File: src/hw/rtl/logic_formula_tokenizer_unit_assert.svh
// Assertion macros used by the tokenizer RTL.
`ifndef LOGIC_FORMULA_TOKENIZER_UNIT_ASSERT_SVH
`define LOGIC_FORMULA_TOKENIZER_UNIT_ASSERT_SVH

// Check cons in the same cycle as ante.
`define LFT_ASSERT_NOW(label, ante, cons, msg) \
	label: assert property (@(posedge clk) disable iff (!arst_n) (ante) |-> (cons)) \
		else $error(msg);

// Check cons in the cycle after ante.
`define LFT_ASSERT_NEXT(label, ante, cons, msg) \
	label: assert property (@(posedge clk) disable iff (!arst_n) (ante) |=> (cons)) \
		else $error(msg);

`endif

File: src/hw/rtl/lft_pkg.sv
// Package with token kinds, match modes, character constants and the class record.
package lft_pkg;

	localparam int SET_WIDTH = 52;
	localparam int SET_IDX_WIDTH = 6;

	typedef enum logic [3:0] {
		K_END     = 4'd0,
		K_INVALID = 4'd1,
		K_LPAREN  = 4'd2,
		K_RPAREN  = 4'd3,
		K_LETTER  = 4'd4,
		K_AND     = 4'd5,
		K_OR      = 4'd6,
		K_NOT     = 4'd7,
		K_ARROW   = 4'd8,
		K_BICOND  = 4'd9
	} kind_t;

	typedef enum logic [1:0] {
		MODE_IDLE    = 2'd0,
		MODE_LT      = 2'd1,
		MODE_LT_DASH = 2'd2,
		MODE_DASH    = 2'd3
	} mode_t;

	localparam logic [7:0] CH_OR      = 8'h76; // 'v'
	localparam logic [7:0] CH_AND     = 8'h26; // '&'
	localparam logic [7:0] CH_NOT     = 8'h7E; // '~'
	localparam logic [7:0] CH_LT      = 8'h3C; // '<'
	localparam logic [7:0] CH_DASH    = 8'h2D; // '-'
	localparam logic [7:0] CH_GT      = 8'h3E; // '>'
	localparam logic [7:0] CH_LPAREN  = 8'h28; // '('
	localparam logic [7:0] CH_RPAREN  = 8'h29; // ')'
	localparam logic [7:0] CH_NL      = 8'h0A; // '\n'
	localparam logic [7:0] CH_SPACE   = 8'h20;
	localparam logic [7:0] CH_TAB     = 8'h09;
	localparam logic [7:0] CH_CR      = 8'h0D;
	localparam logic [7:0] CH_UPPER_A = 8'h41;
	localparam logic [7:0] CH_UPPER_Z = 8'h5A;
	localparam logic [7:0] CH_LOWER_A = 8'h61;
	localparam logic [7:0] CH_LOWER_Z = 8'h7A;
	localparam logic [7:0] LOWER_SET_OFS = 8'd71; // 'a' - 26

	typedef struct packed {
		logic                     ws;
		logic                     nl;
		logic                     lt;
		logic                     dash;
		logic                     gt;
		logic                     open;
		logic                     close;
		logic                     is_letter;
		logic [SET_IDX_WIDTH-1:0] set_idx;
		kind_t                    kind;
	} class_t;

endpackage

File: src/hw/rtl/lft_class.sv
// Character classifier: sorts one byte into whitespace, arrow parts and token kinds.
module lft_class
	import lft_pkg::*;
(
	input  logic [7:0] char_code,
	output class_t     cls
);

	logic upper;
	logic lower;

	assign upper = (char_code >= CH_UPPER_A) && (char_code <= CH_UPPER_Z);
	assign lower = (char_code >= CH_LOWER_A) && (char_code <= CH_LOWER_Z);

	always_comb begin
		cls.ws        = (char_code == CH_SPACE) || ((char_code >= CH_TAB) && (char_code <= CH_CR));
		cls.nl        = (char_code == CH_NL);
		cls.lt        = (char_code == CH_LT);
		cls.dash      = (char_code == CH_DASH);
		cls.gt        = (char_code == CH_GT);
		cls.open      = (char_code == CH_LPAREN);
		cls.close     = (char_code == CH_RPAREN);
		cls.is_letter = (upper || lower) && (char_code != CH_OR);
		if (upper) begin
			cls.set_idx = SET_IDX_WIDTH'(char_code - CH_UPPER_A);
		end else begin
			cls.set_idx = SET_IDX_WIDTH'(char_code - LOWER_SET_OFS);
		end
		// 'v' is OR, so it is tested before the letter ranges
		if (cls.open) begin
			cls.kind = K_LPAREN;
		end else if (cls.close) begin
			cls.kind = K_RPAREN;
		end else if (char_code == CH_OR) begin
			cls.kind = K_OR;
		end else if (cls.is_letter) begin
			cls.kind = K_LETTER;
		end else if (char_code == CH_AND) begin
			cls.kind = K_AND;
		end else if (char_code == CH_NOT) begin
			cls.kind = K_NOT;
		end else begin
			cls.kind = K_INVALID;
		end
	end

endmodule

File: src/hw/rtl/logic_formula_tokenizer_unit.sv
// Path: a character word is registered on acceptance; it moves into the token buffer
//   once the buffer is free, and its first token word is then on the output.
// Throughput: one character word per cycle while each yields at most one token and
//   the sink does not stall; k tokens (up to 3) from one character hold off the next one.
// Reset: arst_n clears the match mode, all counters, the letter set and both valid flags.
// The last character word emits END and returns the scanner state to its reset values.
`include "logic_formula_tokenizer_unit_assert.svh"

module logic_formula_tokenizer_unit
	import lft_pkg::*;
#(
	parameter int COUNT_WIDTH = 16
) (
	input  logic                          clk,
	input  logic                          arst_n,
	// character input
	input  logic                          in_valid,
	output logic                          in_stall,
	input  logic [7:0]                    char_code,
	input  logic                          last_char,
	// token output
	output logic                          out_valid,
	input  logic                          out_stall,
	output logic [3:0]                    kind,
	output logic [7:0]                    letter_code,
	output logic [COUNT_WIDTH-1:0]        start_position,
	output logic [COUNT_WIDTH-1:0]        line_number,
	output logic signed [COUNT_WIDTH-1:0] paren_depth,
	output logic [SET_WIDTH-1:0]          letter_set,
	output logic                          last_token
);

	localparam int SLOTS = 3;
	localparam logic signed [COUNT_WIDTH-1:0] DEP_MAX = {1'b0, {(COUNT_WIDTH-1){1'b1}}};
	localparam logic signed [COUNT_WIDTH-1:0] DEP_MIN = {1'b1, {(COUNT_WIDTH-1){1'b0}}};

	function automatic logic [COUNT_WIDTH-1:0] sat_inc(input logic [COUNT_WIDTH-1:0] v);
		return (&v) ? v : v + 1'b1;
	endfunction

	// ---------------------------------------------------------------------------------
	// Input register: one character word waits here until the token buffer can take
	// everything it produces.
	// ---------------------------------------------------------------------------------
	logic       valid_s1;
	logic [7:0] char_s1;
	logic       last_s1;
	logic       adv;
	logic       load_s1;
	logic       buf_free;
	logic       out_take;

	// ---------------------------------------------------------------------------------
	// Scanner state
	// ---------------------------------------------------------------------------------
	mode_t                          mode_q;
	logic [COUNT_WIDTH-1:0]         off_q;
	logic [COUNT_WIDTH-1:0]         tstart_q;
	logic [COUNT_WIDTH-1:0]         line_q;
	logic signed [COUNT_WIDTH-1:0]  depth_q;
	logic [SET_WIDTH-1:0]           set_q;

	// ---------------------------------------------------------------------------------
	// Token buffer: up to three token words from one character, drained one per cycle unless
	// out_stall is high. cnt_q counts words still to send, rd_q points at the next one.
	// ---------------------------------------------------------------------------------
	kind_t                          rk_q     [0:SLOTS-1];
	logic [7:0]                     rlet_q   [0:SLOTS-1];
	logic [COUNT_WIDTH-1:0]         rpos_q   [0:SLOTS-1];
	logic [COUNT_WIDTH-1:0]         rline_q  [0:SLOTS-1];
	logic signed [COUNT_WIDTH-1:0]  rdep_q   [0:SLOTS-1];
	logic [SET_WIDTH-1:0]           rset_q   [0:SLOTS-1];
	logic                           rlast_q  [0:SLOTS-1];
	logic [1:0]                     cnt_q;
	logic [1:0]                     rd_q;

	// next-state and new tokens from the character in the input register
	class_t                         cls;
	mode_t                          mode_c;
	logic [COUNT_WIDTH-1:0]         off_c;
	logic [COUNT_WIDTH-1:0]         tstart_c;
	logic [COUNT_WIDTH-1:0]         line_c;
	logic signed [COUNT_WIDTH-1:0]  depth_c;
	logic [SET_WIDTH-1:0]           set_c;
	logic                           relex_c;
	logic [1:0]                     n_c;
	kind_t                          nk_c     [0:SLOTS-1];
	logic [7:0]                     nlet_c   [0:SLOTS-1];
	logic [COUNT_WIDTH-1:0]         npos_c   [0:SLOTS-1];
	logic [COUNT_WIDTH-1:0]         nline_c  [0:SLOTS-1];
	logic signed [COUNT_WIDTH-1:0]  ndep_c   [0:SLOTS-1];
	logic [SET_WIDTH-1:0]           nset_c   [0:SLOTS-1];
	logic                           nlast_c  [0:SLOTS-1];

	lft_class u_class (
		.char_code (char_s1),
		.cls       (cls)
	);

	// Handshake: the buffer is free when it is empty or its final word leaves now.
	assign out_valid = (cnt_q != 2'd0);
	assign out_take  = out_valid && !out_stall;
	assign buf_free  = (cnt_q == 2'd0) || ((cnt_q == 2'd1) && out_take);
	assign adv       = valid_s1 && buf_free;
	assign load_s1   = !valid_s1 || adv;
	assign in_stall  = !load_s1;

	always_ff @(posedge clk or negedge arst_n) begin
		if (!arst_n) begin
			valid_s1 <= 1'b0;
		end else if (load_s1) begin
			valid_s1 <= in_valid;
		end
	end

	always_ff @(posedge clk) begin
		if (load_s1 && in_valid) begin
			char_s1 <= char_code;
			last_s1 <= last_char;
		end
	end

	// ---------------------------------------------------------------------------------
	// Scanner step. Each token snapshots line, depth and letter set at its emit point,
	// so the order of updates below follows the token order exactly.
	// ---------------------------------------------------------------------------------
	always_comb begin
		mode_c   = mode_q;
		off_c    = off_q;
		tstart_c = tstart_q;
		line_c   = line_q;
		depth_c  = depth_q;
		set_c    = set_q;
		relex_c  = 1'b1;
		n_c      = 2'd0;
		for (int i = 0; i < SLOTS; i++) begin
			nk_c[i]    = K_END;
			nlet_c[i]  = 8'd0;
			npos_c[i]  = '0;
			nline_c[i] = '0;
			ndep_c[i]  = '0;
			nset_c[i]  = '0;
			nlast_c[i] = 1'b0;
		end

		// continue an open arrow
		if (mode_c != MODE_IDLE) begin
			relex_c = 1'b0;
			if (cls.ws) begin
				if (cls.nl) begin
					line_c = sat_inc(line_c);
				end
			end else if ((mode_c == MODE_LT) && cls.dash) begin
				mode_c = MODE_LT_DASH;
			end else if ((mode_c == MODE_LT_DASH || mode_c == MODE_DASH) && cls.gt) begin
				nk_c[n_c]    = (mode_c == MODE_LT_DASH) ? K_BICOND : K_ARROW;
				npos_c[n_c]  = tstart_c;
				nline_c[n_c] = line_c;
				ndep_c[n_c]  = depth_c;
				nset_c[n_c]  = set_c;
				n_c          = n_c + 2'd1;
				mode_c       = MODE_IDLE;
			end else begin
				// broken arrow: flag it, then lex the failing character afresh
				nk_c[n_c]    = K_INVALID;
				npos_c[n_c]  = tstart_c;
				nline_c[n_c] = line_c;
				ndep_c[n_c]  = depth_c;
				nset_c[n_c]  = set_c;
				n_c          = n_c + 2'd1;
				mode_c       = MODE_IDLE;
				relex_c      = 1'b1;
			end
		end

		// plain lexing from idle
		if (relex_c) begin
			if (cls.ws) begin
				if (cls.nl) begin
					line_c = sat_inc(line_c);
				end
			end else if (cls.lt) begin
				mode_c   = MODE_LT;
				tstart_c = off_c;
			end else if (cls.dash) begin
				mode_c   = MODE_DASH;
				tstart_c = off_c;
			end else begin
				if (cls.open && (depth_c != DEP_MAX)) begin
					depth_c = depth_c + COUNT_WIDTH'(1);
				end
				if (cls.close && (depth_c != DEP_MIN)) begin
					depth_c = depth_c - COUNT_WIDTH'(1);
				end
				if (cls.is_letter) begin
					set_c = set_c | (SET_WIDTH'(1) << cls.set_idx);
				end
				nk_c[n_c]    = cls.kind;
				nlet_c[n_c]  = cls.is_letter ? char_s1 : 8'd0;
				npos_c[n_c]  = off_c;
				nline_c[n_c] = line_c;
				ndep_c[n_c]  = depth_c;
				nset_c[n_c]  = set_c;
				n_c          = n_c + 2'd1;
			end
		end

		off_c = sat_inc(off_c);

		// close the content: flush a dangling arrow, emit END, drop all state
		if (last_s1) begin
			if (mode_c != MODE_IDLE) begin
				nk_c[n_c]    = K_INVALID;
				npos_c[n_c]  = tstart_c;
				nline_c[n_c] = line_c;
				ndep_c[n_c]  = depth_c;
				nset_c[n_c]  = set_c;
				n_c          = n_c + 2'd1;
			end
			nk_c[n_c]    = K_END;
			npos_c[n_c]  = off_c;
			nline_c[n_c] = line_c;
			ndep_c[n_c]  = depth_c;
			nset_c[n_c]  = set_c;
			nlast_c[n_c] = 1'b1;
			n_c          = n_c + 2'd1;
			mode_c   = MODE_IDLE;
			off_c    = '0;
			tstart_c = '0;
			line_c   = '0;
			depth_c  = '0;
			set_c    = '0;
		end
	end

	// advance scanner state only when the character word moves on
	always_ff @(posedge clk or negedge arst_n) begin
		if (!arst_n) begin
			mode_q   <= MODE_IDLE;
			off_q    <= '0;
			tstart_q <= '0;
			line_q   <= '0;
			depth_q  <= '0;
			set_q    <= '0;
		end else if (adv) begin
			mode_q   <= mode_c;
			off_q    <= off_c;
			tstart_q <= tstart_c;
			line_q   <= line_c;
			depth_q  <= depth_c;
			set_q    <= set_c;
		end
	end

	always_ff @(posedge clk or negedge arst_n) begin
		if (!arst_n) begin
			cnt_q <= 2'd0;
			rd_q  <= 2'd0;
		end else if (adv) begin
			cnt_q <= n_c;
			rd_q  <= 2'd0;
		end else if (out_take) begin
			cnt_q <= cnt_q - 2'd1;
			rd_q  <= rd_q + 2'd1;
		end
	end

	always_ff @(posedge clk) begin
		if (adv) begin
			for (int i = 0; i < SLOTS; i++) begin
				rk_q[i]    <= nk_c[i];
				rlet_q[i]  <= nlet_c[i];
				rpos_q[i]  <= npos_c[i];
				rline_q[i] <= nline_c[i];
				rdep_q[i]  <= ndep_c[i];
				rset_q[i]  <= nset_c[i];
				rlast_q[i] <= nlast_c[i];
			end
		end
	end

	// hold the current slot on the output until it is taken
	assign kind           = rk_q[rd_q];
	assign letter_code    = rlet_q[rd_q];
	assign start_position = rpos_q[rd_q];
	assign line_number    = rline_q[rd_q];
	assign paren_depth    = rdep_q[rd_q];
	assign letter_set     = rset_q[rd_q];
	assign last_token     = rlast_q[rd_q];

	// ---------------------------------------------------------------------------------
	// Assertions
	// ---------------------------------------------------------------------------------
	`LFT_ASSERT_NOW(a_slot_bound, cnt_q != 2'd0, ({1'b0, rd_q} + {1'b0, cnt_q}) <= 3'd3, "token buffer read past its fill")
	`LFT_ASSERT_NOW(a_end_flag, out_valid && (rk_q[rd_q] == K_END), rlast_q[rd_q], "END word without last_token")
	`LFT_ASSERT_NEXT(a_end_clears, adv && last_s1, (mode_q == MODE_IDLE) && (off_q == '0) && (set_q == '0), "state not cleared after last character")
	`LFT_ASSERT_NEXT(a_hold_s1, valid_s1 && !adv, valid_s1 && $stable(char_s1) && $stable(last_s1), "held character word changed")

endmodule

File: config.mk
export PLATFORM = sky130hd
export DESIGN_NAME = logic_formula_tokenizer_unit
export DESIGN_NICKNAME = d
export VERILOG_FILES = /design/src/hw/rtl/lft_pkg.sv /design/src/hw/rtl/lft_class.sv /design/src/hw/rtl/logic_formula_tokenizer_unit.sv
export VERILOG_INCLUDE_DIRS = /design/src /design/src/hw/rtl
export SDC_FILE = /design/constraint.sdc
export NUM_CORES = 1
export LEC_CHECK = 0
export ABC_AREA = 0
export BUFFER_PORTS_ARGS = -buffer_cell sky130_fd_sc_hd__buf_2
export CAP_MARGIN = 0
export CELL_PAD_IN_SITES_DETAIL_PLACEMENT = 1
export CELL_PAD_IN_SITES_GLOBAL_PLACEMENT = 1
export CORE_MARGIN = 4
export CORE_UTILIZATION = 41
export DETAILED_ROUTE_END_ITERATION = 8
export PLACE_DENSITY_LB_ADDON = 0.1
export SKIP_CTS_REPAIR_TIMING = 1
export SKIP_LAST_GASP = 1
export SLEW_MARGIN = 15
export SYNTH_ARGS = -nofsm -noshare
export SYNTH_HDL_FRONTEND = slang
export SYNTH_SLANG_ARGS = --single-unit
File: constraint.sdc
create_clock -name clk -period 12 [get_ports clk]
set_input_delay 1.2 -clock clk [delete_from_list [all_inputs] [get_ports clk]]
set_output_delay 1.2 -clock clk [all_outputs]
set_load 0.1 [all_outputs]
Word-level counts from Yosys, hierarchy flattened
Memories as Yosys holds them, arrays and structs flattened.
Index checks and enable logic that the tools add are counted.
Word-level totals
  flip-flop bits (word level): 132
  RAM bits: 339
  bits of input ports: 13
  output and inout port bits: 115
  logic and storage cells: 270
  memories: 7
Memories
  rset_q: words 3, width 52, read ports 1, clocked after memory_dff 0, write ports 3, RTL line logic_formula_tokenizer_unit.sv:72  | logic [SET_WIDTH-1:0] rset_q [0:SLOTS-1];
  rdep_q: words 3, width 16, read ports 1, clocked after memory_dff 0, write ports 3, RTL line logic_formula_tokenizer_unit.sv:71  | logic signed [COUNT_WIDTH-1:0] rdep_q [0:SLOTS-1];
  rline_q: words 3, width 16, read ports 1, clocked after memory_dff 0, write ports 3, RTL line logic_formula_tokenizer_unit.sv:70  | logic [COUNT_WIDTH-1:0] rline_q [0:SLOTS-1];
  rpos_q: words 3, width 16, read ports 1, clocked after memory_dff 0, write ports 3, RTL line logic_formula_tokenizer_unit.sv:69  | logic [COUNT_WIDTH-1:0] rpos_q [0:SLOTS-1];
  rlet_q: words 3, width 8, read ports 1, clocked after memory_dff 0, write ports 3, RTL line logic_formula_tokenizer_unit.sv:68  | logic [7:0] rlet_q [0:SLOTS-1];
  rk_q: words 3, width 4, read ports 1, clocked after memory_dff 0, write ports 3, RTL line logic_formula_tokenizer_unit.sv:67  | kind_t rk_q [0:SLOTS-1];
  1 more memories
Operators by class
  add/subtract/negate cells: 12
  order comparisons: 12
  equal/unequal tests: 17
  shift operators: 1
  mux-type cells: 169
  bitwise operators: 10
  reductions and logical operators: 31
Operators with widths (number)
  156-bit 2-to-1 mux: 7
  48-bit 2-to-1 mux: 21
  52-bit 2-to-1 mux: 16
  16-bit 2-to-1 mux: 43
  156-bit bitwise mux: 3
  48-bit bitwise mux: 9
  52-bit demux with 2-bit select: 3
  16-bit demux with 2-bit select: 3
  24-bit 2-to-1 mux: 4
  12-bit 2-to-1 mux: 7
  8-bit by 6-bit == test with 1-bit output, second input constant: 7
  52-bit bitwise OR: 1
  1-bit by 6-bit left shift with 52-bit output, first input constant: 1
  16-bit by 1-bit adder with 16-bit output, second input constant: 3
  4-bit 2-to-1 mux: 12
  16-bit AND reduction: 3
  2-bit 2-to-1 mux: 19
  16-bit inequality test, second input constant: 2
  24-bit bitwise AND: 1
  4-bit demux with 2-bit select: 3
  16-bit by 2-bit adder with 16-bit output, second input constant: 1
  8-bit demux with 2-bit select: 1
  8-bit by 7-bit == test with 1-bit output, second input constant: 2
  8-bit by 7-bit greater-or-equal comparator with 1-bit output, second input constant: 2
  31 further kinds: 78

Longest topological paths before layout
Gate-level depths: netlist of the first run.
  word-level depth: 25
  mapped depth: 23
  mapped depth without buffers: 18

Hierarchy
Synthesis of the first run repeated with hierarchy kept, for this count alone.
Second synthesis, totals
  cell total of the unflattened synthesis: 2563
  area total of the unflattened synthesis: 24803.8 um^2
By module, submodules not included
  logic_formula_tokenizer_unit: instances 1, cells an instance 2494, area each 24334.6 um^2
  lft_class: instances 1, cells an instance 69, area each 469.2 um^2

Worst setup path after synthesis of the first run
Ideal clock, no wire load.
  kind: input -> register
  start: input out_stall
  end: register set_q[47]
  library setup time: 0.520 ns
  arrival time: 11.024 ns
  required time: 11.480 ns
  path slack: 0.456 ns
  cell stages on the path: 6
  path buffers: 1
  cell sequence: inv_1 > a21oi_1 > nand2b_1 > clkinv_1 > clkbuf_1 > a21oi_1
Between the ends
  word-level cells in the longest chain between the ends: 5
Ends and longest elaborated chain
  start, declared: RTL line logic_formula_tokenizer_unit.sv:23  | input logic out_stall,
  1-bit zero test: RTL line logic_formula_tokenizer_unit.sv:102  | assign out_take = out_valid && !out_stall;
  1-bit logical AND: RTL line logic_formula_tokenizer_unit.sv:102
  1-bit logical AND: RTL line logic_formula_tokenizer_unit.sv:103  | assign buf_free = (cnt_q == 2'd0) || ((cnt_q == 2'd1) && out_take);
  1-bit logical OR: RTL line logic_formula_tokenizer_unit.sv:103
  1-bit logical AND: RTL line logic_formula_tokenizer_unit.sv:104  | assign adv = valid_s1 && buf_free;
  net adv: RTL line logic_formula_tokenizer_unit.sv:48  | logic adv;
  end signal, assigned: RTL line logic_formula_tokenizer_unit.sv:251  | set_q <= set_c;
  end, declared: RTL line logic_formula_tokenizer_unit.sv:61  | logic [SET_WIDTH-1:0] set_q;
The timed path passes the listed nets, and every way through them passes these cells.
A chain may end at the register's enable or synchronous reset.

==> results of run 1 <==
[layout make-up]
| cell class | count | area [um2] | share of cell area |
|---|---|---|---|
| clock buffer | 66 | 1380 | 0.0515 |
| sequential | 459 | 13200 | 0.491 |
| tap | 765 | 957 | 0.0357 |
| inverter | 38 | 150 | 0.00559 |
| timing repair buffer | 160 | 890 | 0.0331 |
| multi-input combinational | 1687 | 9990 | 0.372 |
| antenna | 1 | 2.50 | 0.0000932 |
| clock inverter | 28 | 303 | 0.0113 |
[sequential cells by signal (all words and copies together), names as in the netlist, 3 cells and up]
register and cells:
off_q 16, rline_q 48, rset_q 156, rdep_q 48, set_q 52, rpos_q 48
rlast_q 3, tstart_q 16, char_s1 8, rlet_q 16, rk_q 8, line_q 16
depth_q 16
[cell usage after synthesis, drive strengths merged, types with 16 or more instances]
cell,instances
buf,38
a21oi,110
nand2b,16
a22oi,24
or3,20
nand4,23
o21ai,275
nor3,44
xor2,25
clkbuf,136
and3,21
nor4,18
nand2,319
xnor2,35
nand3,50
dfrtp,123
nor2,282
inv,37
and2,28
a32o,31
mux2i,141
o22ai,36
edfxtp,336
[worst min-delay path: stages (launching register included)]
cell and delay, ps:
dfrtp_1 360, nand2_1 50, o21ai_0 60
[routing by layer]
metal | track usage | vias up | part of all wire
met3 | 0.0372 | 97 | 0.046
met4 | 0.0567 | 0 | 0.023
met2 | 0.385 | 394 | 0.47
met5 | 0 | - | 0
li1 | - | 8687 | -
met1 | 0.334 | 9691 | 0.46
[cells by family (layout without fill, tap and decap cells)]
logic type	after synthesis	after routing	share of synthesized area
muxes	148	148	0.0623
other	1	3	0.000157
DFF	459	459	0.550
AOI/OAI and AO/OA	590	590	0.152
and+or+nand+nor	872	872	0.170
adders and majority gates	15	15	0.00784
xor gates and xnor gates	60	60	0.0227
buffers and inverters	212	292	0.0350
[metrics by stage]
stage	cells	cell area [um2]	setup WS, ps
after global routing	3203	26800	5270
after floorplan	2358	23900	456
final	3204	26800	5690
after CTS	3203	26800	5770
after detailed placement	3109	25200	5760
after global placement	3109	25200	6040
[worst max path at each step]
stage / startpoint / end / cells past startpoint
floorplan: out_stall / set_q[47] / 6
global placement: char_s1[3] / rset_q[0][33] / 18
detailed placement: char_s1[3] / rset_q[0][2] / 18
CTS: char_s1[3] / rset_q[0][41] / 18
global route: char_s1[3] / rset_q[0][21] / 18
finish: char_s1[3] / rset_q[0][41] / 18
==> impl_metrics.ini, run 1 <==
[run_status]
outcome = finished clean

[route]
avgRoutedWirePerCell_um = 23.5
dr.pass1.iters = 5
viasPerCell = 5.89
drt-total-wl_um = 75200
drcViolationCount = 0
first_iter_violations = 1439
final_antenna_net_count = 0
vias = 18900

[setup_path]
r2r_end = rset_q[0][41]
reg2reg_slack_ps = 5690
crit_buf_inv = 2
cp_slowest_cell = nand2_2
cp-start-kind = register
cp_max_fo = 43
slowest_delay_ps = 760
r2r_cells = 18
worst_setup_path_end_kind = register
rr_startpoint = char_s1[3]
critical-path-top-delay-family = simple AND/OR/NAND/NOR gates
path_class = register to register
cp.required_ps = 12310
cp_data_arrival_time_ps = 6620
path_cells = and4bb_1 > nand2_1 > nor2_1 > inv_2 > a21oi_1 > a21oi_4 > buf_4 > ha_1 > o221a_2 > ha_1 > nand2_1 > o21ai_0 > ha_1 > o21ai_0 > a31o_2 > nand2_2 > nand2_1 > o21ai_0

[synthesis]
yosysTopAreaCellShare = 0.422
netlist_instances = 2357
synthArstFlopShare = 0.268
yosysSeqAreaShare = 0.550
synth_enable_flop_cells = 336
ys_types = 95
ys.flop_type = edfxtp_1
synthTopCellsByArea = edfxtp_1, dfrtp_1, mux2i_1
yosys_warnings = 0
syn_area_um2 = 23900
synth.largest_area_cell = edfxtp_1
ys_ff_latch = 459
syn-mean-instance-area_um2 = 10.2

[sta]
hold_viol_final = 0
fin_worst_skew_ps = 15.1
fmax_mhz = 158
rsz0062_at_grt = no
slew_viol_final = 0
setup_viol_count_final = 0
slew-limit-headroom = 0.198
hold_ws_ps = 504
period_share = 0.526
worst_pin_slew_ps = 1200
finalCriticalPeriod_ps = 6310
fin_setup_tns_ps = 0

[placed_design]
io_buffers = 127
hpwlAfterDp_um = 47500
gp_congestion = 0.900

[global_route]
grt_pass1_vias = 19500
grt_overflow = 0
grt_pass1_wl_um = 117000
grt_max_degree = 125
grt_util_all_layers = 0.236
antenna_found_initial = 2

[job]
cap_violations = 0

[clock_network]
cts_tree = done
htreeDepth = 2
clk_latency_ps = 610
cts.reportedPaths.clkPinSlew_ps = 60
cts_buffers = 50
cts_root_buf = clkbuf_16
cts_buffer_depth = 3
numClockSinks = 459

[floorplan]
row_count = 88
core_region_area_um2 = 57700
die_h_um = 250
ios = 128
die_w_um = 250
die-area_um2 = 62300
initial_core_util = 0.415

[worst_hold_path]
min_from = set_q[46]
holdPathEnd = set_q[46]
min_path_cells = 2
hp-class = register to register

[final_layout]
drive_above_1_share = 0.121
fin_nets = 2424
final_common_cell = edfxtp_1
fillers = 6387
area_growth_pct = 12.1
utilization = 0.465
final_cell_mix = edfxtp_1, nand2_1, nor2_1
Power of run 1 is not shown: default switching activity piles up to over one toggle a cycle in this logic, so the estimate is an artifact.
==> run 2: changes to the inputs <==
- clock period: 12 -> 5.2 ns (I/O delays scaled with it)
==> run 2 against run 1 <==
  * Die area is the same
  * Via count is essentially flat
  * Setup slack lost 5300 ps
  * Critical path depth is the same
  * Flip-flop and latch count is the same
  * Count of clock-buffer cells in the layout grew 1
  * Sequential share of layout area shrank 0.51 points
==> impl_metrics.ini, run 2 (synthesized netlist as in run 1, its figures left out) <==
[setup_path]
path_class = register to register
cp_max_fo = 9
worst_setup_path_end_kind = register
cp-start-kind = register
cp_data_arrival_time_ps = 5240
cp.required_ps = 5620

[pwr]
clkPwrFrac = 0.190
seq_power_share = 0.322
ir_drop_mv = 0.727
leakage_nw = 10.0
p_comb_frac = 0.488
switching_share = 0.523
internal-power_mw = 9.24
powerDensity_nw_per_um2 = 714
p_sw_mw = 10.1

[clock_network]
clk_latency_ps = 600
cts.reportedPaths.clkPinSlew_ps = 60
cts_buffers = 51
cts_tree = done
cts_root_buf = clkbuf_16
numClockSinks = 459
cts_buffer_depth = 3
htreeDepth = 2

[final_layout]
final_common_cell = edfxtp_1
utilization = 0.470
final_cell_mix = edfxtp_1, nand2_1, nor2_1
largest_register_ffs = 156
largest-register = rset_q
drive_above_1_share = 0.128
reg_top3 = rset_q: 156 flops, set_q: 52 flops
fin_nets = 2453
antenna_cells = 0
design_area_um2 = 27100
area_growth_pct = 13.3

[route]
viasPerCell = 5.84
final_antenna_net_count = 0
drcViolationCount = 0
avgRoutedWirePerCell_um = 23.2
first_iter_violations = 1326
drt-total-wl_um = 75000
dr.pass1.iters = 5
vias = 18900

[global_route]
grt_overflow = 0
grt_pass1_vias = 19600
grt_util_all_layers = 0.235
grt_pass1_wl_um = 117000
antenna_found_initial = 0
grt_max_degree = 150

[sta]
rsz0062_at_grt = no
worst_pin_slew_ps = 1160
period_share = 0.929
slew_viol_final = 0
finalCriticalPeriod_ps = 4830
slew-limit-headroom = 0.226
setup_viol_count_final = 0
hold_viol_final = 0
fmax_mhz = 207
fin_setup_tns_ps = 0
fin_worst_skew_ps = 14.5

[floorplan]
initial_core_util = 0.415
row_count = 88
ios = 128
die_h_um = 250
die-area_um2 = 62300
die_w_um = 250
core_region_area_um2 = 57700

[placed_design]
hpwlAfterDp_um = 48100
gp_congestion = 0.871
post_dp_cell_area_um2 = 25400
io_buffers = 127

[worst_hold_path]
hp-class = primary input to register

[run_status]
outcome = finished clean

[job]
cap_violations = 0
[run 2: layout make-up]
cell class	instances	area [um2]
Sequential cell	459	13200
Clock inverter	28	284
Clock buffer	67	1410
Multi-Input combinational cell	1687	9980
Tap cell	765	957
Inverter	38	150
Fill cell	6442	30600
Timing Repair Buffer	188	1180
[run 2: per-layer routing]
| layer | wire (um) | up-vias | track usage | part of all wire |
|---|---|---|---|---|
| li1 | - | 8742 | - | - |
| met1 | 35000 | 9681 | 0.331 | 0.47 |
| met2 | 35800 | 375 | 0.395 | 0.48 |
| met3 | 2860 | 83 | 0.0295 | 0.038 |
| met4 | 1350 | 0 | 0.0478 | 0.018 |
| met5 | 0 | - | 0 | 0 |
[run 2: power groups by stage]
| stage | Combinational, mW | Sequential, mW | Clock (mW) |
|---|---|---|---|
| final | 9.45 | 6.24 | 3.67 |
| after global routing | 9.93 | 6.38 | 3.92 |
| after CTS | 9.56 | 6.25 | 3.77 |
| after detailed placement | 9.54 | 6.32 | 0 |
| after global placement | 9.45 | 6.25 | 0 |
| after floorplan | 7.73 | 6.00 | 0 |
[run 2: final timing paths]
check	startpoint	to	slack, ps	cells after the start
worst max-delay path	char_s1[7]	rline_q[0][0]	370	18
worst min-delay path	last_char	last_s1	100	1
worst max register to register	char_s1[7]	rline_q[0][0]	370	18
worst min register to register	set_q[45]	set_q[45]	510	2
max in group asynchronous	arst_n	rd_q[1]	3620	3
min in group asynchronous	arst_n	line_q[4]	480	2
[run 2: through the flow]
step	cells	power, mW	setup WS (ps)	hold WS (ps)
after floorplan	2358	13.7	354	224
after global placement	3136	15.7	653	484
after detailed placement	3136	15.9	481	500
after CTS	3231	19.6	432	-56.9
after global routing	3232	20.2	133	79.3
final	3232	19.4	371	102
[run 2: critical path, stage by stage (launching register included)]
cell      delay [ps]
edfxtp_1         490
and4bb_1         350
nand2_1          110
nor2_1           240
inv_2             90
a21oi_1          350
a21oi_4           50
ha_1             320
o221a_2          340
ha_1             280
nand2_1           50
o21ai_0          160
ha_1             280
o21ai_0          300
a31oi_2          110
buf_4            230
nor3_1           590
o21ai_0          200
o31ai_1          110
No activity file was read; power rests on OpenSTA's default activity.
==> run 3: changes to the inputs <==
- CORE_UTILIZATION: 41 -> 39
- SKIP_LAST_GASP: 1 -> unset
==> run 3 against run 2 <==
  * First-iteration DRC count is 4.1% lower
  * Non-clock buffer count stayed put
  * Register-to-register slack hardly changed
  * Largest cell class unchanged
  * Largest power group unchanged
  * Final cell count is 0.59% higher
  * Die area is 5.0% higher
  * Sequential share of layout area is 0.060 points lower
==> impl_metrics.ini, run 3 (synthesized netlist as in run 1, its figures left out) <==
[clock_network]
cts_buffer_depth = 3
numClockSinks = 459
cts_buffers = 52
htreeDepth = 2
cts_root_buf = clkbuf_16
clk_latency_ps = 620
cts_tree = done
cts.reportedPaths.clkPinSlew_ps = 60

[floorplan]
die-area_um2 = 65400
die_h_um = 256
row_count = 90
die_w_um = 256
initial_core_util = 0.395
ios = 128
core_region_area_um2 = 60600

[setup_path]
cp.required_ps = 5550
rr_startpoint = char_s1[7]
cp_data_arrival_time_ps = 5190
path_class = register to register
r2r_cells = 18
cp-start-kind = register
worst_setup_path_end_kind = register
reg2reg_slack_ps = 360
r2r_end = rset_q[0][10]
cp_max_fo = 40

[pwr]
finalPower_mw = 19.5
leakage_nw = 10.0
internal-power_mw = 9.25
p_comb_frac = 0.489
powerDensity_nw_per_um2 = 718
p_sw_mw = 10.3
switching_share = 0.526
ir_drop_mv = 0.545
clkPwrFrac = 0.191
seq_power_share = 0.320

[placed_design]
place_ws_ps = 434
hpwlAfterDp_um = 49400
gp_congestion = 0.855
io_buffers = 127

[worst_hold_path]
hp-class = primary input to register
min_path_cells = 1
holdPathEnd = char_s1[2]
min_from = char_code[2]

[route]
drcViolationCount = 0
dr.pass1.iters = 5
viasPerCell = 5.81
avgRoutedWirePerCell_um = 23.6
first_iter_violations = 1272
drt-total-wl_um = 76700
final_antenna_net_count = 0
vias = 18900

[global_route]
grt_overflow = 0
use_met3 = 0.0381
grt_max_degree = 91
grt_pass1_vias = 19800
top_usage_layer = met2
grt_pass1_wl_um = 120000
use_met1 = 0.322
antenna_found_initial = 0
grt_util_all_layers = 0.230
use_met2 = 0.376

[sta]
period_share = 0.931
hold_ws_ps = 83.9
rsz0062_at_grt = no
finalCriticalPeriod_ps = 4840
fmax_mhz = 206
fin_setup_tns_ps = 0
worst_pin_slew_ps = 1060
setup_viol_count_final = 0
fin_worst_skew_ps = 23.8
slew_viol_final = 0
hold_viol_final = 0
fin_ws_ps = 357
slew-limit-headroom = 0.296

[final_layout]
antenna_cells = 0
seq_area_um2 = 13200
multi_input_area_um2 = 9980
largest_register_ffs = 156
drive_above_1_share = 0.128
largest-register = rset_q
area_growth_pct = 13.5
reg_top3 = rset_q: 156 flops, set_q: 52 flops
fin_nets = 2454
fillers = 6739
final_cell_mix = edfxtp_1, nand2_1, nor2_1
final_common_cell = edfxtp_1
utilization = 0.448

[job]
cap_violations = 0

[run_status]
outcome = finished clean
==> run 3: changes by cell type in the layout (fill, tap and decap cells not counted), moves of 2 or more <==
| cell | previous run | this run |
|---|---|---|
| clkbuf_8 | 7 | 4 |
| clkinv_1 | 11 | 14 |
| clkinv_2 | 7 | 9 |
| clkinv_8 | 2 | 0 |
==> run 3: worst max-delay path, cell delays in order (launching register included) <==
cell and delay, ps:
edfxtp_1 490, and4bb_1 350, nand2_1 120, nor2_1 260, inv_2 80, a21oi_1 360, a21oi_4 50, ha_1 300
o221a_2 340, ha_1 280, nand2_1 40, o21ai_0 160, ha_1 270, o21ai_1 110, a31oi_2 450, or3_1 290
nand2_1 130, buf_12 190, a32o_1 250
==> run 3: layout make-up <==
class                   count  share of cell area
clock buffers              66              0.0513
clock inverters            31              0.0113
inverters                  38             0.00553
multi-input cells        1687               0.367
flip-flops and latches    459               0.485
well taps                 782              0.0360
repair buffers            188              0.0433
==> run 3: metal layers <==
layer,part of all wire,up-vias
li1,-,8738
met1,0.47,9659
met2,0.47,383
met3,0.044,107
met4,0.024,0
met5,0,-
==> run 3: power groups by stage <==
stage	clock network (mW)	registers (mW)	logic, mW
CTS	3.80	6.26	9.63
floorplan	0	6.00	7.73
finish	3.72	6.25	9.53
detailed placement	0	6.32	9.61
global placement	0	6.26	9.52
global route	3.97	6.39	10.0
==> run 3: worst max path at each step <==
stage / startpoint / endpoint / cells after the start
after floorplan: char_s1[1] / rset_q[0][11] / 18
after global placement: char_s1[2] / rpos_q[0][4] / 17
after detailed placement: char_s1[7] / rpos_q[0][8] / 18
after CTS: char_s1[7] / rpos_q[0][8] / 18
after global routing: char_s1[7] / rset_q[0][1] / 18
final: char_s1[7] / rset_q[0][10] / 18
==> run 3: stage by stage <==
| stage | instance area (um2) | instances |
|---|---|---|
| 6_report | 27200 | 3251 |
| 5_1_grt | 27200 | 3251 |
| 4_1_cts | 27100 | 3250 |
| 3_5_place_dp | 25400 | 3153 |
| 3_3_place_gp | 25400 | 3153 |
| 2_1_floorplan | 23900 | 2358 |
